$ cat src/rtl/core/ddwm_pkg.sv
`timescale 1ns / 1ps
// Shared types and constants of the differential drive wheel mixer.
package ddwm_pkg;

   localparam int SPEED_W    = 16;
   localparam int RAD_W      = 16;
   localparam int GAIN_W     = 16;
   localparam int TRACK_W    = 12;
   localparam int DUTY_W     = 8;
   localparam int MAXSPD_W   = 15;
   localparam int DECAY_W    = 16;
   localparam int CSR_IDX_W  = 3;
   localparam int CSR_DATA_W = 16;

   localparam int NUM_W   = 31;              // |gain * speed|
   localparam int FAC_W   = 17;              // |2r -/+ track|
   localparam int PROD_W  = NUM_W + FAC_W;
   localparam int FRAC_W  = 16;              // Q0.16 scaling
   localparam int DIVD_W  = PROD_W - FRAC_W; // product after the Q0.16 shift
   localparam int DIVS_W  = 17;              // |2r|
   localparam int QUO_W   = 8;
   localparam int REM_W   = DIVS_W + QUO_W;
   localparam int CNT_W   = 3;

   localparam logic [CSR_IDX_W-1:0] CSR_SPEED_GAIN   = 3'd0;
   localparam logic [CSR_IDX_W-1:0] CSR_TRACK_WIDTH  = 3'd1;
   localparam logic [CSR_IDX_W-1:0] CSR_DUTY_LIMIT   = 3'd2;
   localparam logic [CSR_IDX_W-1:0] CSR_MAX_SPEED    = 3'd3;
   localparam logic [CSR_IDX_W-1:0] CSR_DECAY_FACTOR = 3'd4;

   localparam logic [GAIN_W-1:0]   RST_SPEED_GAIN   = 16'd6584;
   localparam logic [TRACK_W-1:0]  RST_TRACK_WIDTH  = 12'd485;
   localparam logic [DUTY_W-1:0]   RST_DUTY_LIMIT   = 8'd200;
   localparam logic [MAXSPD_W-1:0] RST_MAX_SPEED    = 15'd1200;
   localparam logic [DECAY_W-1:0]  RST_DECAY_FACTOR = 16'd58982;

   typedef enum logic [3:0] {
      OP_NOP,
      OP_LOAD,
      OP_CLAMP,
      OP_MUL_DECAY,
      OP_WB_DECAY,
      OP_MUL_GAIN,
      OP_WB_DIRECT,
      OP_MUL_FACTOR,
      OP_DIV_INIT,
      OP_DIV_STEP,
      OP_WB_DIV,
      OP_PUBLISH
   } op_type;

   typedef enum logic [3:0] {
      ST_IDLE,
      ST_CLAMP,
      ST_MUL_DECAY,
      ST_WB_DECAY,
      ST_MUL_GAIN,
      ST_WB_DIRECT,
      ST_MUL_FACTOR,
      ST_DIV_INIT,
      ST_DIV_STEP,
      ST_WB_DIV,
      ST_DONE
   } state_type;

   typedef struct packed {
      op_type op;
   } cmd_type;

   typedef struct packed {
      logic straight;
      logic spin;
      logic speed_zero;
      logic hold;
      logic div_sat;
      logic div_last;
      logic side_right;
   } status_type;

endpackage

$ cat src/rtl/core/ddwm_ctrl.sv
`timescale 1ns / 1ps
// Sequencer of the wheel mixer: handshakes and datapath operation order.
module ddwm_ctrl (
   input  logic                 clock,
   input  logic                 reset,
   input  logic                 req_valid,
   output logic                 req_stall,
   output logic                 rsp_valid,
   input  logic                 rsp_stall,
   output ddwm_pkg::cmd_type    cmd,
   input  ddwm_pkg::status_type status
);
   import ddwm_pkg::*;

   state_type state_ff, state_in;
   logic      rsp_valid_ff, rsp_valid_in;

   always_ff @(posedge clock) begin
      if (reset) begin
         state_ff     <= ST_IDLE;
         rsp_valid_ff <= 1'b0;
      end else begin
         state_ff     <= state_in;
         rsp_valid_ff <= rsp_valid_in;
      end
   end

   always_comb begin
      state_in     = state_ff;
      cmd.op       = OP_NOP;
      rsp_valid_in = rsp_valid_ff && rsp_stall;
      unique case (state_ff)
         ST_IDLE: begin
            if (req_valid) begin
               cmd.op   = OP_LOAD;
               state_in = ST_CLAMP;
            end
         end
         ST_CLAMP: begin
            cmd.op   = OP_CLAMP;
            state_in = (status.straight && status.speed_zero && !status.hold) ?
                       ST_MUL_DECAY : ST_MUL_GAIN;
         end
         ST_MUL_DECAY: begin
            cmd.op   = OP_MUL_DECAY;
            state_in = ST_WB_DECAY;
         end
         ST_WB_DECAY: begin
            cmd.op   = OP_WB_DECAY;
            state_in = ST_MUL_GAIN;
         end
         ST_MUL_GAIN: begin
            cmd.op   = OP_MUL_GAIN;
            state_in = (status.straight || status.spin) ? ST_WB_DIRECT : ST_MUL_FACTOR;
         end
         ST_WB_DIRECT: begin
            cmd.op   = OP_WB_DIRECT;
            state_in = ST_DONE;
         end
         ST_MUL_FACTOR: begin
            cmd.op   = OP_MUL_FACTOR;
            state_in = ST_DIV_INIT;
         end
         ST_DIV_INIT: begin
            cmd.op   = OP_DIV_INIT;
            state_in = ST_DIV_STEP;
         end
         ST_DIV_STEP: begin
            cmd.op = status.div_sat ? OP_NOP : OP_DIV_STEP;
            if (status.div_sat || status.div_last) begin
               state_in = ST_WB_DIV;
            end
         end
         ST_WB_DIV: begin
            cmd.op   = OP_WB_DIV;
            state_in = status.side_right ? ST_DONE : ST_MUL_FACTOR;
         end
         ST_DONE: begin
            if (!rsp_valid_ff || !rsp_stall) begin
               cmd.op       = OP_PUBLISH;
               rsp_valid_in = 1'b1;
               state_in     = ST_IDLE;
            end
         end
         default: begin
            state_in = ST_IDLE;
         end
      endcase
   end

   assign req_stall = (state_ff != ST_IDLE);
   assign rsp_valid = rsp_valid_ff;

endmodule

$ cat src/rtl/core/ddwm_datapath.sv
`timescale 1ns / 1ps
// Datapath of the wheel mixer: settings, clamps, shared multiplier, radix-2 divider.
module ddwm_datapath (
   input  logic                                     clock,
   input  logic                                     reset,
   input  ddwm_pkg::cmd_type                        cmd,
   output ddwm_pkg::status_type                     status,
   input  logic signed [ddwm_pkg::SPEED_W-1:0]      req_speed_cmd,
   input  logic signed [ddwm_pkg::RAD_W-1:0]        req_radius_cmd,
   input  logic                                     csr_we,
   input  logic [ddwm_pkg::CSR_IDX_W-1:0]           csr_index,
   input  logic [ddwm_pkg::CSR_DATA_W-1:0]          csr_wdata,
   output logic [ddwm_pkg::DUTY_W-1:0]              rsp_left_duty,
   output logic [ddwm_pkg::DUTY_W-1:0]              rsp_right_duty,
   output logic                                     rsp_left_forward,
   output logic                                     rsp_right_forward
);
   import ddwm_pkg::*;

   function automatic logic [DUTY_W-1:0] sat_duty(input logic [FRAC_W-1:0] mag,
                                                  input logic [DUTY_W-1:0] lim);
      return (mag > FRAC_W'(lim)) ? lim : mag[DUTY_W-1:0];
   endfunction

   // settings
   logic [GAIN_W-1:0]   gain_ff;
   logic [TRACK_W-1:0]  track_ff;
   logic [DUTY_W-1:0]   limit_ff;
   logic [MAXSPD_W-1:0] maxspd_ff;
   logic [DECAY_W-1:0]  decay_ff;

   // persistent drive state
   logic signed [SPEED_W-1:0] last_ff;
   logic                      hold_ff;

   // working registers
   logic signed [SPEED_W-1:0] spd_ff;
   logic signed [RAD_W-1:0]   rad_ff;
   logic [NUM_W-1:0]          num_ff;
   logic [PROD_W-1:0]         prod_ff;
   logic                      neg_ff;
   logic                      side_ff;
   logic                      sat_ff;
   logic [REM_W-1:0]          rem_ff;
   logic [QUO_W-1:0]          quo_ff;
   logic [CNT_W-1:0]          cnt_ff;
   logic [DUTY_W-1:0]         dl_ff, dr_ff;
   logic                      fl_ff, fr_ff;
   logic [DUTY_W-1:0]         rsp_left_duty_ff, rsp_right_duty_ff;
   logic                      rsp_left_forward_ff, rsp_right_forward_ff;

   // input clamp to +/-max_speed
   logic signed [SPEED_W:0] sp_ext, max_ext, max_neg, sp_clamped;
   assign sp_ext     = (SPEED_W+1)'(req_speed_cmd);
   assign max_ext    = signed'({2'b00, maxspd_ff});
   assign max_neg    = -max_ext;
   assign sp_clamped = (sp_ext > max_ext) ? max_ext : ((sp_ext < max_neg) ? max_neg : sp_ext);

   // radius derived values
   logic signed [RAD_W+1:0] rad_ext, ar, ar_neg, spd_ext, spd_rad, twor, tw_mag, fac, fac_abs;
   logic                    straight, spin, spd_neg;
   logic [SPEED_W-1:0]      spd_mag, last_mag;
   logic [FAC_W-1:0]        fac_mag;
   logic [DIVS_W-1:0]       dvs;

   assign straight = (rad_ff == '0);
   assign spin     = (rad_ff == RAD_W'(1));
   assign spd_neg  = spd_ff[SPEED_W-1];
   assign rad_ext  = (RAD_W+2)'(rad_ff);
   assign ar       = rad_ff[RAD_W-1] ? -rad_ext : rad_ext;
   assign ar_neg   = -ar;
   assign spd_ext  = (RAD_W+2)'(spd_ff);
   assign spd_rad  = (spd_ext > ar) ? ar : ((spd_ext < ar_neg) ? ar_neg : spd_ext);
   assign twor     = rad_ext <<< 1;
   assign tw_mag   = rad_ff[RAD_W-1] ? -twor : twor;
   assign dvs      = tw_mag[DIVS_W-1:0];
   assign fac      = side_ff ? (twor + signed'((RAD_W+2)'(track_ff)))
                             : (twor - signed'((RAD_W+2)'(track_ff)));
   assign fac_abs  = fac[RAD_W+1] ? -fac : fac;
   assign fac_mag  = fac_abs[FAC_W-1:0];
   assign spd_mag  = spd_neg ? SPEED_W'(-spd_ff) : SPEED_W'(spd_ff);
   assign last_mag = last_ff[SPEED_W-1] ? SPEED_W'(-last_ff) : SPEED_W'(last_ff);

   // shared multiplier
   logic [NUM_W-1:0]  mul_a;
   logic [FAC_W-1:0]  mul_b;
   logic [PROD_W-1:0] mul_p;

   always_comb begin
      mul_a = '0;
      mul_b = '0;
      case (cmd.op)
         OP_MUL_DECAY: begin
            mul_a = NUM_W'(last_mag);
            mul_b = FAC_W'(decay_ff);
         end
         OP_MUL_GAIN: begin
            mul_a = NUM_W'(gain_ff);
            mul_b = FAC_W'(spd_mag);
         end
         OP_MUL_FACTOR: begin
            mul_a = num_ff;
            mul_b = fac_mag;
         end
         default: begin
         end
      endcase
   end

   assign mul_p = PROD_W'(mul_a) * PROD_W'(mul_b);

   // product after the Q0.16 shift
   logic [SPEED_W-2:0]      scaled;
   logic signed [SPEED_W-1:0] decayed;
   assign scaled  = prod_ff[FRAC_W+SPEED_W-2:FRAC_W];
   assign decayed = last_ff[SPEED_W-1] ? -signed'({1'b0, scaled}) : signed'({1'b0, scaled});

   // divider
   logic [DIVD_W-1:0] dividend, dvs_top;
   logic [REM_W-1:0]  trial;
   logic              fits;
   assign dividend = prod_ff[PROD_W-1:FRAC_W];
   assign dvs_top  = DIVD_W'(dvs) << QUO_W;
   assign trial    = REM_W'(dvs) << cnt_ff;
   assign fits     = (rem_ff >= trial);

   // duties
   logic                direct_nz, div_nz, div_fwd;
   logic [DUTY_W-1:0]   direct_duty, div_duty;
   logic [FRAC_W-1:0]   div_mag;
   assign direct_nz   = (scaled != '0);
   assign direct_duty = sat_duty(FRAC_W'(scaled), limit_ff);
   assign div_mag     = sat_ff ? (FRAC_W'(1) << QUO_W) : FRAC_W'(quo_ff);
   assign div_duty    = sat_duty(div_mag, limit_ff);
   assign div_nz      = sat_ff || (quo_ff != '0);
   assign div_fwd     = !(neg_ff && div_nz);

   always_ff @(posedge clock) begin
      if (reset) begin
         gain_ff   <= RST_SPEED_GAIN;
         track_ff  <= RST_TRACK_WIDTH;
         limit_ff  <= RST_DUTY_LIMIT;
         maxspd_ff <= RST_MAX_SPEED;
         decay_ff  <= RST_DECAY_FACTOR;
      end else if (csr_we) begin
         unique case (csr_index)
            CSR_SPEED_GAIN:   gain_ff   <= csr_wdata[GAIN_W-1:0];
            CSR_TRACK_WIDTH:  track_ff  <= csr_wdata[TRACK_W-1:0];
            CSR_DUTY_LIMIT:   limit_ff  <= csr_wdata[DUTY_W-1:0];
            CSR_MAX_SPEED:    maxspd_ff <= csr_wdata[MAXSPD_W-1:0];
            CSR_DECAY_FACTOR: decay_ff  <= csr_wdata[DECAY_W-1:0];
            default: begin
            end
         endcase
      end
   end

   always_ff @(posedge clock) begin
      if (reset) begin
         last_ff <= '0;
         hold_ff <= 1'b0;
      end else begin
         if (cmd.op == OP_WB_DECAY) begin
            last_ff <= decayed;
         end else if (cmd.op == OP_PUBLISH) begin
            if (straight) begin
               if (spd_ff != '0) begin
                  last_ff <= spd_ff;
                  hold_ff <= 1'b0;
               end
            end else if (spin) begin
               hold_ff <= 1'b1;
            end else begin
               hold_ff <= 1'b0;
            end
         end
      end
   end

   always_ff @(posedge clock) begin
      case (cmd.op)
         OP_LOAD: begin
            spd_ff  <= sp_clamped[SPEED_W-1:0];
            rad_ff  <= req_radius_cmd;
            side_ff <= 1'b0;
         end
         OP_CLAMP: begin
            if (!straight && !spin) begin
               spd_ff <= spd_rad[SPEED_W-1:0];
            end
         end
         OP_MUL_DECAY: begin
            prod_ff <= mul_p;
         end
         OP_WB_DECAY: begin
            spd_ff <= decayed;
         end
         OP_MUL_GAIN: begin
            prod_ff <= mul_p;
            num_ff  <= mul_p[NUM_W-1:0];
         end
         OP_WB_DIRECT: begin
            dl_ff <= direct_duty;
            dr_ff <= direct_duty;
            fl_ff <= !(spd_neg && direct_nz);
            fr_ff <= spin ? !(!spd_neg && direct_nz) : !(spd_neg && direct_nz);
         end
         OP_MUL_FACTOR: begin
            prod_ff <= mul_p;
            neg_ff  <= spd_neg ^ fac[RAD_W+1] ^ rad_ff[RAD_W-1];
         end
         OP_DIV_INIT: begin
            sat_ff <= (dividend >= dvs_top);
            rem_ff <= dividend[REM_W-1:0];
            quo_ff <= '0;
            cnt_ff <= CNT_W'(QUO_W - 1);
         end
         OP_DIV_STEP: begin
            rem_ff <= fits ? (rem_ff - trial) : rem_ff;
            quo_ff <= {quo_ff[QUO_W-2:0], fits};
            cnt_ff <= cnt_ff - CNT_W'(1);
         end
         OP_WB_DIV: begin
            if (side_ff) begin
               dr_ff <= div_duty;
               fr_ff <= div_fwd;
            end else begin
               dl_ff <= div_duty;
               fl_ff <= div_fwd;
            end
            side_ff <= !side_ff;
         end
         OP_PUBLISH: begin
            rsp_left_duty_ff     <= dl_ff;
            rsp_right_duty_ff    <= dr_ff;
            rsp_left_forward_ff  <= fl_ff;
            rsp_right_forward_ff <= fr_ff;
         end
         default: begin
         end
      endcase
   end

   assign status.straight   = straight;
   assign status.spin       = spin;
   assign status.speed_zero = (spd_ff == '0);
   assign status.hold       = hold_ff;
   assign status.div_sat    = sat_ff;
   assign status.div_last   = (cnt_ff == '0);
   assign status.side_right = side_ff;

   assign rsp_left_duty     = rsp_left_duty_ff;
   assign rsp_right_duty    = rsp_right_duty_ff;
   assign rsp_left_forward  = rsp_left_forward_ff;
   assign rsp_right_forward = rsp_right_forward_ff;

endmodule

$ cat src/rtl/core/differential_drive_wheel_mixer.sv
`timescale 1ns / 1ps
// Top level of the differential drive wheel mixer.
//
//   port group   direction   flow control    beat contents
//   req_*        in          valid / stall   speed_cmd, radius_cmd
//   rsp_*        out         valid / stall   left/right duty, left/right forward
//   csr_*        in          valid / ready   register index, write data
//
// Straight and spin commands take the direct path, steering the divide path;
// zero speed straight, not held, decays first; a saturated wheel skips its divide.
// Steering runs each wheel through the shared 31x17 multiplier and an 8-step
// radix-2 divider, one wheel after the other.
// A new command is taken in the cycle after the previous result is registered,
// even while rsp is stalled; a finished result waits for a stalled rsp beat.
// Synchronous reset restores the register defaults and clears speed and hold.
module differential_drive_wheel_mixer (
   input  logic                                clock,
   input  logic                                reset,
   input  logic                                req_valid,
   output logic                                req_stall,
   input  logic signed [ddwm_pkg::SPEED_W-1:0] req_speed_cmd,
   input  logic signed [ddwm_pkg::RAD_W-1:0]   req_radius_cmd,
   output logic                                rsp_valid,
   input  logic                                rsp_stall,
   output logic [ddwm_pkg::DUTY_W-1:0]         rsp_left_duty,
   output logic [ddwm_pkg::DUTY_W-1:0]         rsp_right_duty,
   output logic                                rsp_left_forward,
   output logic                                rsp_right_forward,
   input  logic                                csr_valid,
   output logic                                csr_ready,
   input  logic [ddwm_pkg::CSR_IDX_W-1:0]      csr_index,
   input  logic [ddwm_pkg::CSR_DATA_W-1:0]     csr_wdata
);
   import ddwm_pkg::*;

   cmd_type    cmd;
   status_type status;

   assign csr_ready = 1'b1;

   ddwm_ctrl u_ctrl (
      .clock     (clock),
      .reset     (reset),
      .req_valid (req_valid),
      .req_stall (req_stall),
      .rsp_valid (rsp_valid),
      .rsp_stall (rsp_stall),
      .cmd       (cmd),
      .status    (status)
   );

   ddwm_datapath u_datapath (
      .clock             (clock),
      .reset             (reset),
      .cmd               (cmd),
      .status            (status),
      .req_speed_cmd     (req_speed_cmd),
      .req_radius_cmd    (req_radius_cmd),
      .csr_we            (csr_valid & csr_ready),
      .csr_index         (csr_index),
      .csr_wdata         (csr_wdata),
      .rsp_left_duty     (rsp_left_duty),
      .rsp_right_duty    (rsp_right_duty),
      .rsp_left_forward  (rsp_left_forward),
      .rsp_right_forward (rsp_right_forward)
   );

endmodule

$ cat config.mk
export PLATFORM = sky130hd
export DESIGN_NAME = differential_drive_wheel_mixer
export DESIGN_NICKNAME = d
export VERILOG_FILES = /design/src/rtl/core/ddwm_pkg.sv /design/src/rtl/core/ddwm_ctrl.sv /design/src/rtl/core/ddwm_datapath.sv /design/src/rtl/core/differential_drive_wheel_mixer.sv
export SDC_FILE = /design/constraint.sdc
export NUM_CORES = 2
export LEC_CHECK = 0
export BUFFER_PORTS_ARGS = -buffer_cell sky130_fd_sc_hd__buf_2
export CORE_MARGIN = 5
export CORE_UTILIZATION = 30
export DETAILED_ROUTE_END_ITERATION = 8
export GPL_ROUTABILITY_DRIVEN = 1
export GPL_TIMING_DRIVEN = 0
export HOLD_SLACK_MARGIN = 0.06
export PLACE_DENSITY_LB_ADDON = 0.25
export SYNTH_ARGS = -nofsm -noshare
export SYNTH_HDL_FRONTEND = slang
export SYNTH_SLANG_ARGS = --single-unit
$ cat constraint.sdc
create_clock -name clock -period 8.5 [get_ports clock]
set_clock_uncertainty 0.05 [all_clocks]
set_input_delay 1.275 -clock clock [delete_from_list [all_inputs] [get_ports clock]]
set_output_delay 1.275 -clock clock [all_outputs]
set_load 0.03 [all_outputs]
==> flow_summary.rst <==
.. list-table::
   :header-rows: 1

   * - Metric
     - Value
   * - Critical path endpoint category
     - flip-flop
   * - Post-placement worst setup slack
     - -3280 ps
   * - Standard-cell rows
     - approximately 130
   * - Cell family with the largest share of critical-path delay
     - adder cells
   * - Maximum buffer depth of the clock tree
     - 3
   * - Launching element of the worst setup path
     - u_datapath.rad_ff[0]$_DFFE_PP_
   * - Max-slew violation total from the final report
     - 0
   * - GR Layer Usage met1
     - 0.278
   * - Top FF cell, synth
     - edfxtp_1
   * - Number of gates on the worst path with buffers counted
     - 38
   * - Relative max-transition margin
     - 0.0969
   * - Vertical die dimension
     - 355 um
   * - Area of the mapped netlist
     - 35,700 um2
   * - Worst setup SP type
     - flip-flop
   * - Die area
     - approximately 130,000 um2
   * - Endpoint of the worst register-to-register path
     - u_datapath.prod_ff[47]$_DFFE_PN_
   * - Clock root buffer master
     - clkbuf_16
   * - Final setup fails
     - 44
   * - Global-route wire length before repair
     - 194,000 um
   * - Total congestion overflow
     - 0
   * - Leak pwr
     - around 19 nW
   * - Number of failing hold endpoints at the final stage
     - 0
   * - Crit path DAT
     - slightly below 10,000 ps
   * - Unique cell type count in the Yosys netlist
     - 94
   * - Largest area contributor in the netlist
     - fa_1
   * - TritonCTS clock tree
     - yes
   * - Routed Antenna Nets
     - 0
   * - Crit path setup slack, layout
     - -959 ps
   * - Placer's final routability congestion estimate
     - about 0.93
   * - Initial antenna violation count
     - 2
   * - Count leader, synth
     - nand2_1
   * - Maximum vdd drop
     - between 0.1 and 0.15 mV
   * - Worst reg2reg setup slack
     - -960 ps
   * - Number of synthesis warnings
     - 0
   * - Combined buffer and inverter count along the critical path
     - 10
   * - Worst r2r path cells
     - 38
   * - Final critical path time including I/O delays and setup
     - ~9500 ps
   * - Violation count after the first detailed-routing iteration
     - approximately 2,400
   * - Worst-path fanout max
     - 10
   * - Port Buf Inserts
     - 74
   * - Vias after detailed routing
     - around 31,000
   * - Via count of the first global-routing pass
     - about 30,000
   * - Flip-flop and latch count after synthesis
     - between 200 and 300
   * - Sinks on Clock Net
     - between 200 and 300
   * - Worst Hold Margin
     - roughly 360 ps
   * - Synthesis-to-finish area growth
     - 18.5%
   * - Clock-pin slew on the worst setup and hold paths
     - about 60 ps
   * - Data required time of the worst path
     - 8740 ps
   * - Maximum level of the CTS H-tree
     - 2
   * - Sequential element share of the synthesized area
     - 0.193
   * - Die extent in x
     - approximately 350 um
   * - Failing checks
     - negative setup slack
   * - Fraction of final layout cells sized beyond drive strength 1
     - 0.143
   * - Met2 Resource Use GR
     - 0.327
   * - Overall Global Routing Usage
     - 0.200
   * - Maximum number of pins on one net before global-route repair
     - 25
   * - Most frequent cells after synthesis
     - nand2_1, inv_1, fa_1
   * - Cell repeated most along the worst path
     - fa_1
   * - Standard cell with the maximum stage delay on the critical path
     - fa_1
   * - Hold buffer count at cts
     - 0
   * - RSZ-0062 raised after global routing
     - yes
   * - Critical path class
     - flip-flop to flip-flop
   * - Share of the synthesized area in the top cell type
     - 0.245
   * - Synth area leaders
     - fa_1, edfxtp_1, ha_1, nand2_1, inv_1
   * - Vias per cell
     - 5.19
   * - GR met3 Demand/Resource
     - 0.0277
   * - Number of enable-type register cells in the synthesized netlist
     - 170
   * - Tcrit/Tclk final
     - 1.11
   * - Transition time at the pin with the least slew margin
     - approximately 1300 ps
   * - Routed len/inst
     - around 22 um
   * - Most heavily used metal layer in global routing
     - met2
   * - Source of the worst register-to-register timing path
     - u_datapath.rad_ff[0]$_DFFE_PP_
   * - Final Net Count
     - a little over 5,000
   * - PwrDens
     - 150 nW/um2
   * - Per-instance average area after synthesis
     - approximately 8.6 um2
   * - DR pass1 iterations
     - 5
   * - Initial standard-cell utilization of the core
     - 0.302
   * - Result of the run
     - finished, violations left
   * - Gate Count Post-Synth
     - between 4,000 and 5,000
   * - Peak Freq
     - roughly 110 MHz
   * - Drc violations
     - 0
   * - Max-cap violations
     - 0
   * - Post-detailed-routing wire length
     - 128,000 um
   * - Min-delay worst type
     - flip-flop to flip-flop
   * - Delay of the slowest cell on the worst path
     - 660 ps
   * - Worst Setup EP
     - u_datapath.prod_ff[47]$_DFFE_PN_
   * - HPWL after detailed placement
     - 104,000 um
   * - Fraction of registers with async set/reset
     - 0
   * - Number of buffers created by CTS
     - 34
   * - CORE AREA
     - ~120,000 um2
   * - Clock latency at the later pin of the worst-skew pair
     - between 500 and 600 ps
   * - Number of top-level pins
     - 77
## logic make-up after synthesis
family          share of synthesized area
buf+inv                            0.0934
flops                               0.193
mux                                0.0195
fa+ha+maj                           0.342
simple gates                        0.180
xor+xnor                           0.0464
compound gates                      0.126
other cells                      0.000105
## per-layer routing
metal  vias up  share of wire
li1      14058              -
met1     15528           0.44
met2      1048           0.46
met3       178          0.072
met4         2          0.031
met5         -       0.000093
## power by group
group | internal [mW] | switching (mW)
sequential | 1.53 | 0.202
combinational | 1.12 | 2.02
clock | 0.869 | 0.601
total | 3.52 | 2.82
## layout make-up
class | instances | area, um2
Fill cell | 12148 | 75800
Multi-Input combinational cell | 3015 | 27200
Sequential cell | 259 | 6890
Inverter | 648 | 2440
Tap cell | 1536 | 1920
Timing Repair Buffer | 191 | 1460
Buffer | 225 | 1270
Clock buffer | 46 | 937
Clock inverter | 14 | 159
Antenna cell | 2 | 5.00
## worst min path at each step
stage / slack, ps / depth (start not counted) / endpoint / start
6_report: 360 / 0 / u_datapath.rsp_right_duty[2]$_DFFE_PP_ / u_datapath.dr_ff[2]$_DFFE_PP_
4_1_cts: 370 / 0 / u_datapath.rsp_right_duty[4]$_DFFE_PP_ / u_datapath.dr_ff[4]$_DFFE_PP_
3_5_place_dp: 350 / 0 / u_datapath.rsp_left_duty[3]$_DFFE_PP_ / u_datapath.dl_ff[3]$_DFFE_PP_
5_1_grt: 370 / 0 / u_datapath.rsp_left_duty[5]$_DFFE_PP_ / u_datapath.dl_ff[5]$_DFFE_PP_
3_3_place_gp: 350 / 0 / u_datapath.rsp_right_duty[3]$_DFFE_PP_ / u_datapath.dr_ff[3]$_DFFE_PP_
2_1_floorplan: 350 / 0 / u_datapath.rsp_left_duty[0]$_DFFE_PP_ / u_datapath.dl_ff[0]$_DFFE_PP_
## what timing repair did
item	CTS	global route
cloned	2	0
pin swaps	128	38
setup buffers	93	20
setup endpoints to repair	56	50
gates resized for setup	325	64
## flip-flops by register name (all words and copies together), names as in the netlist, 3 cells and up
| name | flops |
|---|---|
| u_datapath.gain_ff | 16 |
| u_datapath.maxspd_ff | 15 |
| u_datapath.dl_ff | 8 |
| u_datapath.dr_ff | 8 |
| u_datapath.rem_ff | 25 |
| u_datapath.rsp_right_duty | 8 |
| u_datapath.rsp_left_duty | 8 |
| u_datapath.quo_ff | 8 |
| u_datapath.spd_ff | 16 |
| u_datapath.limit_ff | 8 |
| u_datapath.track_ff | 12 |
| u_datapath.prod_ff | 32 |
| u_datapath.cnt_ff | 3 |
| u_datapath.last_ff | 16 |
| u_datapath.rad_ff | 16 |
| u_datapath.decay_ff | 16 |
| u_ctrl.state_ff | 4 |
| u_datapath.num_ff | 31 |
## stage by stage
step | cell area (um2) | setup TNS, ps | std cells | utilization | total power, mW
after floorplan | 36100 | -323 | 4148 | - | 3.40
after global placement | 38400 | -197180 | 5758 | 0.325 | 4.41
after detailed placement | 38600 | -130930 | 5767 | 0.327 | 4.44
after CTS | 41900 | -22260 | 5918 | 0.355 | 6.27
after global routing | 42200 | -36210 | 5934 | 0.358 | 6.64
final | 42200 | -24560 | 5936 | 0.358 | 6.34
## layout by cell type (no fill, tap or decap), drive strengths merged, types with 16 or more instances in the layout
cell type and count:
nor4 21, nand2b 45, nor2 159, edfxtp 170, dfxtp 89, xor2 65, o21a 25, nand2 685
o211ai 40, a21oi 179, a31oi 16, a211oi 25, nand3 106, fa 436, mux2i 41, mux2 25
inv 653, a21o 52, nor3 42, xnor2 122, and3 50, a22oi 37, or3 21, clkbuf 226
o31ai 23, buf 236, nand4 36, nor2b 57, nand3b 30, ha 276, and2 74, o21ai 152
Power figures use the tool's default switching activity.
